$ cat config.mk
export PLATFORM = sky130hd
export DESIGN_NAME = inflight_credit_ledger_core
export DESIGN_NICKNAME = d
export VERILOG_FILES = /design/src/rtl/core/icl_pkg.sv /design/src/rtl/core/icl_in_stage.sv /design/src/rtl/core/icl_ledger.sv /design/src/rtl/core/icl_out_stage.sv /design/src/rtl/core/inflight_credit_ledger_core.sv
export SDC_FILE = /design/constraint.sdc
export NUM_CORES = 1
export LEC_CHECK = 0
export ABC_AREA = 1
export BUFFER_PORTS_ARGS = -buffer_cell sky130_fd_sc_hd__buf_4
export CAP_MARGIN = 5
export CORE_MARGIN = 3
export CORE_UTILIZATION = 65
export CTS_BUF_LIST = sky130_fd_sc_hd__clkbuf_8
export CTS_CLUSTER_SIZE = 25
export DETAILED_ROUTE_END_ITERATION = 12
export PLACE_DENSITY_LB_ADDON = 0.25
export RECOVER_POWER = 100
export SYNTH_ARGS = -nofsm -noshare
export SYNTH_HDL_FRONTEND = slang
export SYNTH_SLANG_ARGS = --single-unit
export TNS_END_PERCENT = 5
$ cat constraint.sdc
create_clock -name clk -period 17.4 [get_ports clk]
set_clock_uncertainty 0.2 [all_clocks]
set_input_delay 0.87 -clock clk [delete_from_list [all_inputs] [get_ports clk]]
set_output_delay 0.87 -clock clk [all_outputs]
set_load 0.05 [all_outputs]
$ cat src/rtl/core/icl_pkg.sv
package icl_pkg;

  localparam int COUNT_WIDTH_DEF = 16;
  localparam logic [15:0] LIMIT_RESET = 16'd64;
  localparam logic AUTO_RETURN_RESET = 1'b0;

  typedef enum logic [1:0] {
    OP_EMIT      = 2'd0,
    OP_ACCOUNTED = 2'd1,
    OP_RESYNC    = 2'd2,
    OP_FLUSH     = 2'd3
  } op_t;

  typedef enum logic {
    REG_INFLIGHT_LIMIT   = 1'b0,
    REG_AUTO_RETURN_MODE = 1'b1
  } reg_idx_t;

  typedef struct packed {
    op_t         opcode;
    logic [15:0] amount;
    logic [15:0] partner_accepted;
    logic        partner_failed;
  } item_t;

  typedef struct packed {
    logic [15:0] outstanding_now;
    logic [15:0] available_now;
    logic [15:0] low_water_available;
    logic [31:0] queued_returns;
    logic [15:0] returned_now;
    logic [31:0] returned_total;
    logic        flush_error;
  } result_t;

endpackage

$ cat src/rtl/core/icl_in_stage.sv
module icl_in_stage
  import icl_pkg::*;
(
  input  logic        clk,
  input  logic        rst_n,
  input  logic        in_valid,
  output logic        in_ready,
  input  item_t       in_item,
  input  logic        take,
  output logic        item_valid,
  output item_t       item
);

  logic  valid_r, valid_nxt;
  item_t item_r;

  assign in_ready   = !valid_r || take;
  assign item_valid = valid_r;
  assign item       = item_r;

  always_comb begin
    valid_nxt = valid_r;
    if (in_valid && in_ready) begin
      valid_nxt = 1'b1;
    end else if (take) begin
      valid_nxt = 1'b0;
    end
  end

  always_ff @(posedge clk) begin
    if (!rst_n) begin
      valid_r <= 1'b0;
    end else begin
      valid_r <= valid_nxt;
    end
  end

  always_ff @(posedge clk) begin
    if (in_valid && in_ready) begin
      item_r <= in_item;
    end
  end

endmodule

$ cat src/rtl/core/icl_ledger.sv
module icl_ledger
  import icl_pkg::*;
#(
  parameter int COUNT_WIDTH = COUNT_WIDTH_DEF
) (
  input  logic        clk,
  input  logic        rst_n,
  input  logic        cfg_we,
  input  reg_idx_t    cfg_index,
  input  logic [15:0] cfg_wdata,
  input  logic        advance,
  input  item_t       item,
  output result_t     result
);

  localparam int AW = ((COUNT_WIDTH > 16) ? COUNT_WIDTH : 16) + 1;
  localparam logic [COUNT_WIDTH-1:0] CNT_MASK = {COUNT_WIDTH{1'b1}};

  logic [15:0]            limit_r;
  logic                   auto_mode_r;
  logic [COUNT_WIDTH-1:0] outstanding_r, outstanding_nxt;
  logic [31:0]            pending_r, pending_nxt;
  logic [31:0]            total_r, total_nxt;
  logic [15:0]            mark_r, mark_nxt;

  logic [AW-1:0] lim_ext, cap, amt_ext, out_ext, n_emit, sum_emit, d_acc, out_nxt_ext;
  logic [32:0]   pend_sum;
  logic [31:0]   n_flush;
  logic [15:0]   ret_now, avail;
  logic          err;

  always_comb begin
    lim_ext     = AW'(limit_r);
    cap         = (lim_ext < AW'(CNT_MASK)) ? lim_ext : AW'(CNT_MASK);
    amt_ext     = AW'(item.amount);
    out_ext     = AW'(outstanding_r);
    n_emit      = (amt_ext < cap) ? amt_ext : cap;
    sum_emit    = out_ext + n_emit;
    d_acc       = (amt_ext < out_ext) ? amt_ext : out_ext;
    pend_sum    = {1'b0, pending_r} + 33'(d_acc);
    n_flush     = (pending_r < 32'(item.amount)) ? pending_r : 32'(item.amount);
    out_nxt_ext = out_ext;
    pending_nxt = pending_r;
    total_nxt   = total_r;
    ret_now     = '0;
    err         = 1'b0;

    case (item.opcode)
      OP_EMIT: begin
        // An outstanding count above a lowered limit also lands on the cap.
        out_nxt_ext = (sum_emit > cap) ? cap : sum_emit;
      end
      OP_ACCOUNTED: begin
        out_nxt_ext = out_ext - d_acc;
        if (!auto_mode_r) begin
          pending_nxt = pend_sum[32] ? 32'hFFFF_FFFF : pend_sum[31:0];
        end
      end
      OP_RESYNC: begin
        out_nxt_ext = n_emit;
        pending_nxt = '0;
      end
      OP_FLUSH: begin
        if (item.partner_failed && (32'(item.partner_accepted) < n_flush)) begin
          ret_now = item.partner_accepted;
          err     = 1'b1;
        end else begin
          ret_now = n_flush[15:0];
        end
        pending_nxt = pending_r - 32'(ret_now);
        total_nxt   = total_r + 32'(ret_now);
      end
      default: begin
        out_nxt_ext = out_ext;
      end
    endcase

    avail = (out_nxt_ext >= lim_ext) ? 16'd0 : 16'(lim_ext - out_nxt_ext);

    mark_nxt = mark_r;
    if ((item.opcode == OP_EMIT || item.opcode == OP_RESYNC) && avail < mark_r) begin
      mark_nxt = avail;
    end

    outstanding_nxt = COUNT_WIDTH'(out_nxt_ext);

    result.outstanding_now     = 16'(out_nxt_ext);
    result.available_now       = avail;
    result.low_water_available = mark_nxt;
    result.queued_returns      = pending_nxt;
    result.returned_now        = ret_now;
    result.returned_total      = total_nxt;
    result.flush_error         = err;
  end

  always_ff @(posedge clk) begin
    if (!rst_n) begin
      limit_r       <= LIMIT_RESET;
      auto_mode_r   <= AUTO_RETURN_RESET;
      outstanding_r <= '0;
      pending_r     <= '0;
      total_r       <= '0;
      mark_r        <= 16'hFFFF;
    end else begin
      if (cfg_we) begin
        case (cfg_index)
          REG_INFLIGHT_LIMIT:   limit_r     <= cfg_wdata;
          REG_AUTO_RETURN_MODE: auto_mode_r <= cfg_wdata[0];
          default:              limit_r     <= limit_r;
        endcase
      end
      if (advance) begin
        outstanding_r <= outstanding_nxt;
        pending_r     <= pending_nxt;
        total_r       <= total_nxt;
        mark_r        <= mark_nxt;
      end
    end
  end

endmodule

$ cat src/rtl/core/icl_out_stage.sv
module icl_out_stage
  import icl_pkg::*;
(
  input  logic    clk,
  input  logic    rst_n,
  input  logic    load,
  input  result_t result,
  output logic    can_load,
  output logic    out_valid,
  input  logic    out_ready,
  output result_t out_result
);

  logic    valid_r, valid_nxt;
  result_t result_r;

  // The slot frees up in the same cycle its transfer completes.
  assign can_load   = !valid_r || out_ready;
  assign out_valid  = valid_r;
  assign out_result = result_r;

  always_comb begin
    valid_nxt = valid_r;
    if (load) begin
      valid_nxt = 1'b1;
    end else if (out_ready) begin
      valid_nxt = 1'b0;
    end
  end

  always_ff @(posedge clk) begin
    if (!rst_n) begin
      valid_r <= 1'b0;
    end else begin
      valid_r <= valid_nxt;
    end
  end

  always_ff @(posedge clk) begin
    if (load) begin
      result_r <= result;
    end
  end

endmodule

$ cat src/rtl/core/inflight_credit_ledger_core.sv
// Credit ledger for in-flight orders. Each input transfer carries an
// operation (emit, accounted, resync, flush) and produces exactly one result
// transfer with the outstanding and available counts, the low-water mark of
// available credits, the queued returns and the returned totals after that
// operation. Items land in an input register, the ledger state is updated
// as an item moves on, and the result is held in an output register. One
// item is accepted per clock while the result side keeps up. Write the
// limit and the auto-return mode only while no items are in flight.
module inflight_credit_ledger_core
  import icl_pkg::*;
#(
  parameter int COUNT_WIDTH = COUNT_WIDTH_DEF
) (
  input  logic        clk,
  input  logic        rst_n,
  input  logic        cfg_we,
  input  logic        cfg_index,
  input  logic [15:0] cfg_wdata,
  input  logic        in_valid,
  output logic        in_ready,
  input  logic [1:0]  in_opcode,
  input  logic [15:0] in_amount,
  input  logic [15:0] in_partner_accepted,
  input  logic        in_partner_failed,
  output logic        out_valid,
  input  logic        out_ready,
  output logic [15:0] out_outstanding_now,
  output logic [15:0] out_available_now,
  output logic [15:0] out_low_water_available,
  output logic [31:0] out_queued_returns,
  output logic [15:0] out_returned_now,
  output logic [31:0] out_returned_total,
  output logic        out_flush_error
);

  item_t   in_item, item;
  logic    item_valid, can_load, advance;
  result_t result, out_result;

  assign in_item.opcode           = op_t'(in_opcode);
  assign in_item.amount           = in_amount;
  assign in_item.partner_accepted = in_partner_accepted;
  assign in_item.partner_failed   = in_partner_failed;

  assign advance = item_valid && can_load;

  icl_in_stage u_in (
    .clk        (clk),
    .rst_n      (rst_n),
    .in_valid   (in_valid),
    .in_ready   (in_ready),
    .in_item    (in_item),
    .take       (advance),
    .item_valid (item_valid),
    .item       (item)
  );

  icl_ledger #(
    .COUNT_WIDTH (COUNT_WIDTH)
  ) u_ledger (
    .clk       (clk),
    .rst_n     (rst_n),
    .cfg_we    (cfg_we),
    .cfg_index (reg_idx_t'(cfg_index)),
    .cfg_wdata (cfg_wdata),
    .advance   (advance),
    .item      (item),
    .result    (result)
  );

  icl_out_stage u_out (
    .clk        (clk),
    .rst_n      (rst_n),
    .load       (advance),
    .result     (result),
    .can_load   (can_load),
    .out_valid  (out_valid),
    .out_ready  (out_ready),
    .out_result (out_result)
  );

  assign out_outstanding_now     = out_result.outstanding_now;
  assign out_available_now       = out_result.available_now;
  assign out_low_water_available = out_result.low_water_available;
  assign out_queued_returns      = out_result.queued_returns;
  assign out_returned_now        = out_result.returned_now;
  assign out_returned_total      = out_result.returned_total;
  assign out_flush_error         = out_result.flush_error;

endmodule

### After elaboration in Yosys (flattened, before gate mapping)

Index checks and enable logic that the tools add are counted.

* flip-flop bits (word level): 279
* output and inout bits: 131
* logic and storage cells: 70

* add/sub/neg operators: 6
* $lt $le $gt $ge: 8
* equality and inequality tests: 3
* multiplexer cells: 19
* bitwise gates (word level): 1
* reductions and logical operators: 14

Operators with widths (number)
* 32-bit two-way mux: 4
* 16-bit two-way mux: 6
* 32-bit one-hot mux with 3 select lines: 1
* 17-bit one-hot mux with 3 select lines: 1
* 17-bit two-way mux: 2
* 32-bit by 17-bit adder with 33-bit output: 1
* 32-bit by 16-bit adder with 32-bit output: 1
* 16-bit less-than comparator: 2
* 16-bit by 32-bit less-than comparator with 1-bit output: 1
* 32-bit by 16-bit less-than comparator with 1-bit output: 1
* 32-bit by 16-bit subtractor with 32-bit output: 1
* 16-bit by 17-bit adder with 17-bit output: 1
* 17-bit by 16-bit greater-or-equal comparator with 1-bit output: 1
* 17-bit greater-than comparator: 1
* 16-bit by 17-bit less-than comparator with 1-bit output: 1
* 16-bit by 17-bit subtractor with 17-bit output: 1
* 16-bit less-than comparator, second input constant: 1
* 16-bit subtractor: 1
* 1-bit two-way mux: 5
* 2-bit == test, second input constant: 2
* 1-bit logical AND: 4
* 2-bit AND reduction: 2
* 2-bit nonzero test: 2
* 1-bit logical OR: 3
* other kinds (4): 5

### Logic depth before layout (Yosys ltp)

Gate-level depths: netlist (run 1).

* word-level depth: 13
* gate-level depth with buffers: 66
* depth with buffers taken out: 63

### Hierarchy

Synthesis (run 1) repeated with hierarchy kept, for this count alone.

* cell total of the unflattened synthesis: 2627
* area, all modules: 19926.6 um2

Modules (own cells, without submodules)
* icl_ledger: instances 1, cells each 2448, area an instance 14896.8 um2
* icl_out_stage: instances 1, cells each 135, area an instance 3920.0 um2
* icl_in_stage: instances 1, cells each 42, area an instance 1102.3 um2
* inflight_credit_ledger_core: instances 1, cells each 2, area an instance 7.5 um2

### Worst setup path before layout (run 1)

No wires, ideal clock.

* path type: flip-flop to flip-flop
* from: reg u_ledger.limit_r[12]
* to: reg u_out.result_r, in the netlist u_out.out_result[82] (data pin)
* library setup time: 255 ps
* arrival time: 8369 ps
* required time: 16945 ps
* slack: 8576 ps
* cell stages (with the launch flop): 57
* path buffers: 3
* clock period less this slack: 8824 ps
* cells stage by stage: dfxtp_1 -> inv_1 -> ha_1 -> nand2_1 -> nor4b_1 -> o2111ai_1 -> nand3_1 -> clkbuf_1 -> o21ai_0 -> ha_1 -> fa_1 -> nand2_1 -> nand2_1 -> a21oi_1 -> o21ai_1 -> nand2_1 -> nand2_1 -> nand2_1 -> [21 not listed] -> nand3_1 -> nand2_1 -> nand2_1 -> nand2_1 -> nand2_1 -> nand2_1 -> nand3_1 -> nand2_1 -> nand3_1 -> nand2_1 -> xnor2_1 -> nor2_1 -> ha_1 -> a211o_1 -> nor3_1 -> clkbuf_1 -> nand3_1 -> and2_1

RTL lines
* start: declaration: RTL line icl_ledger.sv:19 `logic [15:0] limit_r;`
* start signal: assignment: RTL line icl_ledger.sv:107 `REG_INFLIGHT_LIMIT: limit_r <= cfg_wdata;`
* start signal: assignment: RTL line icl_ledger.sv:109 `default: limit_r <= limit_r;`
* end signal: assignment: RTL line icl_out_stage.sv:41 `result_r <= result;`
* end: declaration: RTL line icl_out_stage.sv:15 `result_t result_r;`

==> impl_metrics.json, run 1 <==
{
  "violations": "capacitance limit, slew limit",
  "slowest_delay_ns": 1.10,
  "drive_gt1_frac": 0.07007,
  "start_util": 0.6636,
  "dr_total_vias": 20690,
  "cts.path.max_buffers": 3,
  "via_per_inst": 6.284,
  "post_synth_inst_count": 2701,
  "fp-row-count": 64,
  "layout_min_cycle_time_ns": 13.39,
  "r2r_start": "u_ledger.limit_r[10]",
  "io_pins": 188,
  "post-route-worst-setup-slack_ns": 4.013,
  "power_per_cell_area_nw_per_um2": 109.6,
  "grt_usage": 0.4049,
  "hold_start": "in_partner_accepted[7]",
  "synth-warning-count": 0,
  "ant_nets": 0,
  "leakage_nw": 10.52,
  "grt-ovfl-total": 0,
  "die_area_um2": 33550,
  "hold_path_class": "primary input to flop",
  "cp_common_cell": "nand2_1",
  "synth_fp_nets": 2964,
  "cp_data_arrival_time_ns": 13.71,
  "cts_tree": "done",
  "max_freq_mhz": 74.70,
  "clk_latency_ns": 0.61,
  "final_cells": 3293,
  "first_global_vias": 19910,
  "postCtsSetupRepairBufs": 0,
  "timing.final.hold_violations": 0,
  "cts_buffers": 47,
  "die-width_um": 183.2,
  "cp_data_required_time_ns": 17.73,
  "detail_route.wl_per_cell_um": 21.20,
  "tns_ns": 0,
  "period_share": 0.7694,
  "worstReg2RegEnd": "u_ledger.mark_r[12]",
  "critPathCaptureType": "flop",
  "place_ws_ns": 6.345,
  "worst_setup_path_start_kind": "flop",
  "yosysUniqueCellTypes": 55,
  "r2r_slack_ns": 4.01,
  "slowest_stage": "clkbuf_1",
  "drt_wl_total_mm": 69.82,
  "grt_max_degree": 112,
  "core_area_um2": 30750,
  "drc": 0,
  "worstMarginPinSlew_ns": 4.602,
  "vdd_ir_drop_max_mv": 0.07598,
  "grt_first_pass_wirelength_mm": 107.5,
  "slew_headroom": -2.085,
  "nNetsFinal": 3121,
  "drtPass1Iterations": 8,
  "synth_async_sr_flop_share": 0,
  "crit_type": "flop to flop",
  "maxCapViolations": 9,
  "ctsHoldBuffers": 0,
  "path_clk_slew_ns": 0.07,
  "synth_ff_type": "edfxtp_1",
  "cts_resized": 0,
  "place_inst": 3205,
  "ys_seq_area_frac": 0.3542,
  "hold_depth": 1,
  "syn_avg_cell_area_um2": 7.554,
  "clockRootBuffer": "clkbuf_8",
  "antenna_found_initial": 0,
  "final_max_slew_viol_count": 442,
  "drtIter0Drc": 2995,
  "path_max_fanout": 32,
  "rsz0062_at_grt": "no",
  "holdPathEnd": "u_in.item[8]",
  "setup_viol": 0,
  "r2r_cells": 58,
  "area_growth_syn_to_layout_pct": 9.578,
  "cts.sinks": 279,
  "status": "finished, violations left",
  "synth_edf_count": 164,
  "dieHeight_um": 183.2,
  "gp_congestion": 1.066,
  "htreeDepth": 2,
  "antenna_cells": 0,
  "portBuffers": 187,
  "fillCellCount": 2497,
  "netlist_area_um2": 20400,
  "hpwl_mm": 49.79,
  "ys_ff_latch": 279
}
worst max path at each step:
stage | to | startpoint | cells after the start | slack [ns]
floorplan | u_out.out_result[82] | u_ledger.limit_r[12] | 56 | 8.58
detailed placement | u_out.out_result[84] | u_ledger.limit_r[14] | 56 | 6.34
global route | u_ledger.mark_r[1] | u_ledger.limit_r[12] | 58 | 2.84
global placement | u_out.out_result[84] | u_ledger.limit_r[14] | 57 | 6.74
finish | u_ledger.mark_r[12] | u_ledger.limit_r[10] | 58 | 4.01
CTS | u_out.out_result[93] | u_ledger.limit_r[14] | 57 | 6.28
logic make-up (layout without fill, tap and decap cells):
logic type / count (synthesis) / in the layout / synth area share
compound gates: 625 / 625 / 0.1735
xor+xnor: 61 / 61 / 0.02618
fa+ha+maj: 206 / 206 / 0.1285
buf+inv: 500 / 696 / 0.09529
flops: 279 / 279 / 0.3542
simple gates: 1030 / 1030 / 0.2223
sequential cells by signal (all words and copies together), names as in the netlist:
register	flops
u_ledger.outstanding_r	16
u_ledger.limit_r	16
u_out.out_result	129
u_out.out_valid	1
u_in.item_valid	1
u_ledger.mark_r	16
u_ledger.auto_mode_r	1
u_ledger.total_r	32
u_ledger.pending_r	32
u_in.item	35
power breakdown:
part / total (W) / switching (W) / internal (W)
Combinational: 0.000948 / 0.000669 / 0.000280
Clock: 0.000681 / 0.000300 / 0.000381
Sequential: 0.000821 / 0.0000476 / 0.000773
Total: 0.00245 / 0.00102 / 0.00143
cells in the final DEF, fill, tap and decap left out, types with 8 or more instances in the layout:
| cell | count |
|---|---|
| nand3_1 | 182 |
| inv_1 | 393 |
| dfxtp_1 | 115 |
| buf_4 | 25 |
| nor4_1 | 13 |
| nor2_1 | 151 |
| o211ai_1 | 13 |
| nand2_1 | 528 |
| o22ai_1 | 10 |
| edfxtp_1 | 164 |
| ha_1 | 200 |
| or2_2 | 14 |
| xnor2_1 | 17 |
| xor2_1 | 44 |
| a21oi_1 | 255 |
| o21a_1 | 8 |
| clkbuf_4 | 29 |
| nand2_2 | 16 |
| inv_2 | 20 |
| clkbuf_1 | 146 |
| nor2_2 | 18 |
| and2_0 | 13 |
| clkinv_1 | 10 |
| o21ai_0 | 259 |
| o221ai_1 | 18 |
| clkbuf_8 | 55 |
| o21bai_1 | 9 |
| o21ai_1 | 13 |
| nand3b_1 | 9 |
| nand4_1 | 43 |
| nor3_1 | 30 |
metrics by stage:
stage               utilization  hold WS, ns  power, W  area, um^2
global placement         0.7159       0.2489  0.001732       22010
finish                   0.7271       0.2501  0.002450       22360
detailed placement       0.7159       0.2616  0.001765       22010
global route             0.7271       0.2421  0.002565       22360
floorplan                     -       0.2407  0.001500       20400
CTS                      0.7509       0.2054  0.002451       23090
metal layers:
| layer | global-route usage | part of all wire | routed length, um | vias to the layer above |
|---|---|---|---|---|
| met2 | 0.6232 | 0.43 | 30140 | 1470 |
| met1 | 0.5384 | 0.39 | 27310 | 9458 |
| li1 | - | - | - | 9445 |
| met5 | 0 | 0 | 0 | - |
| met4 | 0.1856 | 0.053 | 3696 | 0 |
| met3 | 0.1063 | 0.12 | 8676 | 320 |
cell usage after synthesis (18+ instances only):
cell	instances	share of area
o221ai_1	18	0.0077
nor2_1	152	0.028
nor3_1	29	0.0071
o21ai_1	28	0.0069
and2_1	18	0.0055
dfxtp_1	115	0.11
o21ai_0	229	0.056
nand2_2	18	0.0055
clkbuf_1	67	0.012
inv_1	385	0.071
nand2_1	525	0.097
inv_2	21	0.0039
a21oi_1	255	0.063
nand4_1	43	0.013
ha_1	200	0.12
nand3_1	182	0.045
xor2_1	44	0.019
edfxtp_1	164	0.24
final cells by class:
| type | instances | area, um^2 | share of cell area |
|---|---|---|---|
| timing repair buffer | 200 | 953.4 | 0.04264 |
| inverter | 408 | 1533 | 0.06855 |
| clock inverter | 33 | 317.8 | 0.01421 |
| sequential | 279 | 7227 | 0.3232 |
| multi-input combinational | 1922 | 11080 | 0.4954 |
| clock buffer | 55 | 757.0 | 0.03386 |
| tap | 396 | 495.5 | 0.02216 |
critical path: cells and delay by family (launching register included):
kind	cells	cell delay (ns)
XOR/XNOR	1	0.22
AO/OA/AOI/OAI	9	1.66
AND/OR/NAND/NOR	34	6.36
adder cells (fa/ha/maj)	6	2.08
buffers and inverters	8	2.36
flip-flops	1	0.39
Note: power is estimated with default switching activity, not from simulation.
==> inputs of run 2 (changes only) <==
Settings changed: ABC_AREA 1 to 0, CORE_UTILIZATION 65 to 62.
Clock period 17.4 ns to 12.6 ns, I/O delays scaled along.
==> run 2 against run 1 <==
The flow still finishes with violations (capacitance limit, slew limit). Critical endpoint is now u_ledger.mark_r[3]. Global-route usage down 5.6 points. Non-clock buffer count up 47. Highest routed layer unchanged. Cell area up 0.44%. Largest cell class unchanged. Die area up 2.6%.
==> impl_metrics.json, run 2 <==
{
  "violations": "capacitance limit, slew limit",
  "die_area_um2": 34420,
  "multiInputGateArea_um2": 11820,
  "detail_route.wl_per_cell_um": 21.51,
  "cp.depth": 46,
  "cp_data_arrival_time_ns": 12.18,
  "slowest_stage": "a2111oi_0",
  "clockRootBuffer": "clkbuf_8",
  "setup_viol": 0,
  "met2_usage": 0.5679,
  "core_area_um2": 31640,
  "area_growth_syn_to_layout_pct": 12.37,
  "r2r_cells": 46,
  "layout_min_cycle_time_ns": 11.84,
  "ant_nets": 0,
  "ys_seq_area_frac": 0.3616,
  "drtIter0Drc": 1691,
  "synth_ff_type": "edfxtp_1",
  "cp_data_required_time_ns": 12.93,
  "crit_buf_inv": 4,
  "fp-row-count": 65,
  "cts_buffers": 47,
  "synth_top_cell_by_area": "edfxtp_1",
  "hold_path_class": "primary input to flop",
  "path_clk_slew_ns": 0.06,
  "period_share": 0.9400,
  "synthTopCellsByCount": "nand2_1 (222), ha_1 (200), a21oi_1 (185)",
  "critPathCaptureType": "flop",
  "grt_first_pass_wirelength_mm": 94.66,
  "ys_ff_latch": 279,
  "first_global_vias": 17600,
  "synth-warning-count": 0,
  "via_per_inst": 6.461,
  "path_max_fanout": 21,
  "hpwl_mm": 43.77,
  "io_pins": 188,
  "antenna_found_initial": 1,
  "cts_tree": "done",
  "slowest_delay_ns": 0.48,
  "power_per_cell_area_nw_per_um2": 150.4,
  "grt.busiest_layer": "met2",
  "hold_depth": 3,
  "post_synth_inst_count": 2238,
  "synth_top_area_share": 0.2464,
  "yosysUniqueCellTypes": 93,
  "portBuffers": 187,
  "start_util": 0.6317,
  "clk_latency_ns": 0.64,
  "post-route-worst-setup-slack_ns": 0.7557,
  "gp_congestion": 0.9865,
  "synth.most_common_cell": "nand2_1",
  "synth_async_sr_flop_share": 0,
  "final_max_slew_viol_count": 205,
  "antenna_cells": 0,
  "dieHeight_um": 185.5,
  "crit_type": "flop to flop",
  "met3_usage": 0.05843,
  "holdWs_ns": 0.05760,
  "grt-ovfl-total": 0,
  "largest_reg_flops": 129,
  "max_freq_mhz": 84.43,
  "dr_total_vias": 18580,
  "grt_usage": 0.3490,
  "die-width_um": 185.5,
  "drt_wl_total_mm": 61.87,
  "htreeDepth": 2,
  "synth_fp_nets": 2501,
  "final_common_cell": "nand2_1",
  "place_ws_ns": 0.8598,
  "worstMarginPinSlew_ns": 4.480,
  "maxCapViolations": 4,
  "rsz0062_at_grt": "no",
  "cp_common_cell": "a21oi_1",
  "postCtsSetupRepairBufs": 0,
  "fillCellCount": 2616,
  "syn_avg_cell_area_um2": 8.929,
  "drive_gt1_frac": 0.07639,
  "worst_setup_path_start_kind": "flop",
  "met1_usage": 0.4751,
  "netlist_area_um2": 19980,
  "crit_family": "compound AO/OA/AOI/OAI gates",
  "slew_headroom": -1.987,
  "final_cell_mix": "nand2_1 (221), ha_1 (200), a21oi_1 (184)",
  "grt_max_degree": 79,
  "synth_edf_count": 164,
  "netlist_top_cells_area": "edfxtp_1 (25%), ha_1 (13%), dfxtp_1 (12%)",
  "timing.final.hold_violations": 0,
  "drc": 0,
  "nNetsFinal": 2698,
  "tns_ns": 0,
  "status": "finished, violations left",
  "drtPass1Iterations": 5,
  "cts.sinks": 279,
  "cts.path.max_buffers": 3,
  "leakage_nw": 9.356,
  "vdd_ir_drop_max_mv": 0.1130,
  "seqCellArea_um2": 7227
}
==> run 2: worst register-to-register path, delay by kind of cell (launching register included) <==
family                     cells  cell delay [ns]
AOI/OAI and AO/OA             25             6.22
adders and majority gates      6             1.90
and+or+nand+nor                8             1.31
buffers and inverters          4             0.80
muxes                          2             0.65
DFF                            1             0.42
xor gates and xnor gates       1             0.25
==> run 2: worst paths after layout <==
path / start / endpoint / slack [ns]
setup / recovery: u_ledger.limit_r[14] / u_ledger.mark_r[3] / 0.76
setup reg to reg: u_ledger.limit_r[14] / u_ledger.mark_r[3] / 0.76
hold reg to reg: u_ledger.total_r[0] / u_ledger.total_r[0] / 0.28
hold / removal: cfg_wdata[2] / u_ledger.limit_r[2] / 0.06
==> run 2: cell families after synthesis <==
group / synth area share
adders and majority gates: 0.1312
DFF: 0.3616
AOI/OAI and AO/OA: 0.2175
xor gates and xnor gates: 0.04714
muxes: 0.04189
buffers and inverters: 0.04514
and+or+nand+nor: 0.1555
==> run 2: what timing repair did <==
item	in CTS	in global routing
gates resized for setup	0	2
endpoints found under the hold margin	36	0
hold buffers	36	0
endpoints found under the setup margin	0	18
==> run 2: layout make-up <==
| class | count | area share |
|---|---|---|
| clock inverter | 33 | 0.01008 |
| tap | 402 | 0.02240 |
| multi-input combinational | 1724 | 0.5264 |
| sequential | 279 | 0.3218 |
| clock buffer | 55 | 0.03371 |
| inverter | 136 | 0.02279 |
| timing repair buffer | 247 | 0.06285 |
==> run 2: per-stage QoR <==
stage / power (W) / cell area [um^2] / std cells / util
finish: 0.003376 / 22460 / 2876 / 0.7098
global placement: 0.002481 / 21710 / 2752 / 0.6862
global route: 0.003542 / 22460 / 2876 / 0.7098
detailed placement: 0.002521 / 21710 / 2752 / 0.6862
floorplan: 0.002144 / 19980 / 2238 / -
CTS: 0.003392 / 23050 / 2876 / 0.7287
==> run 2: per-layer routing <==
layer	routed length (um)	vias to the layer above
met5	0	-
met2	28230	990
met4	1825	0
li1	-	8606
met1	25970	8839
met3	5841	146
==> run 2: report_power, final <==
part           total (W)  leakage [nW]  switching (W)  internal (W)
Clock           0.000862         0.555       0.000400      0.000462
Sequential       0.00110          2.51      0.0000478       0.00106
Combinational    0.00141          6.30       0.000915      0.000495
Total            0.00338          9.36        0.00136       0.00201
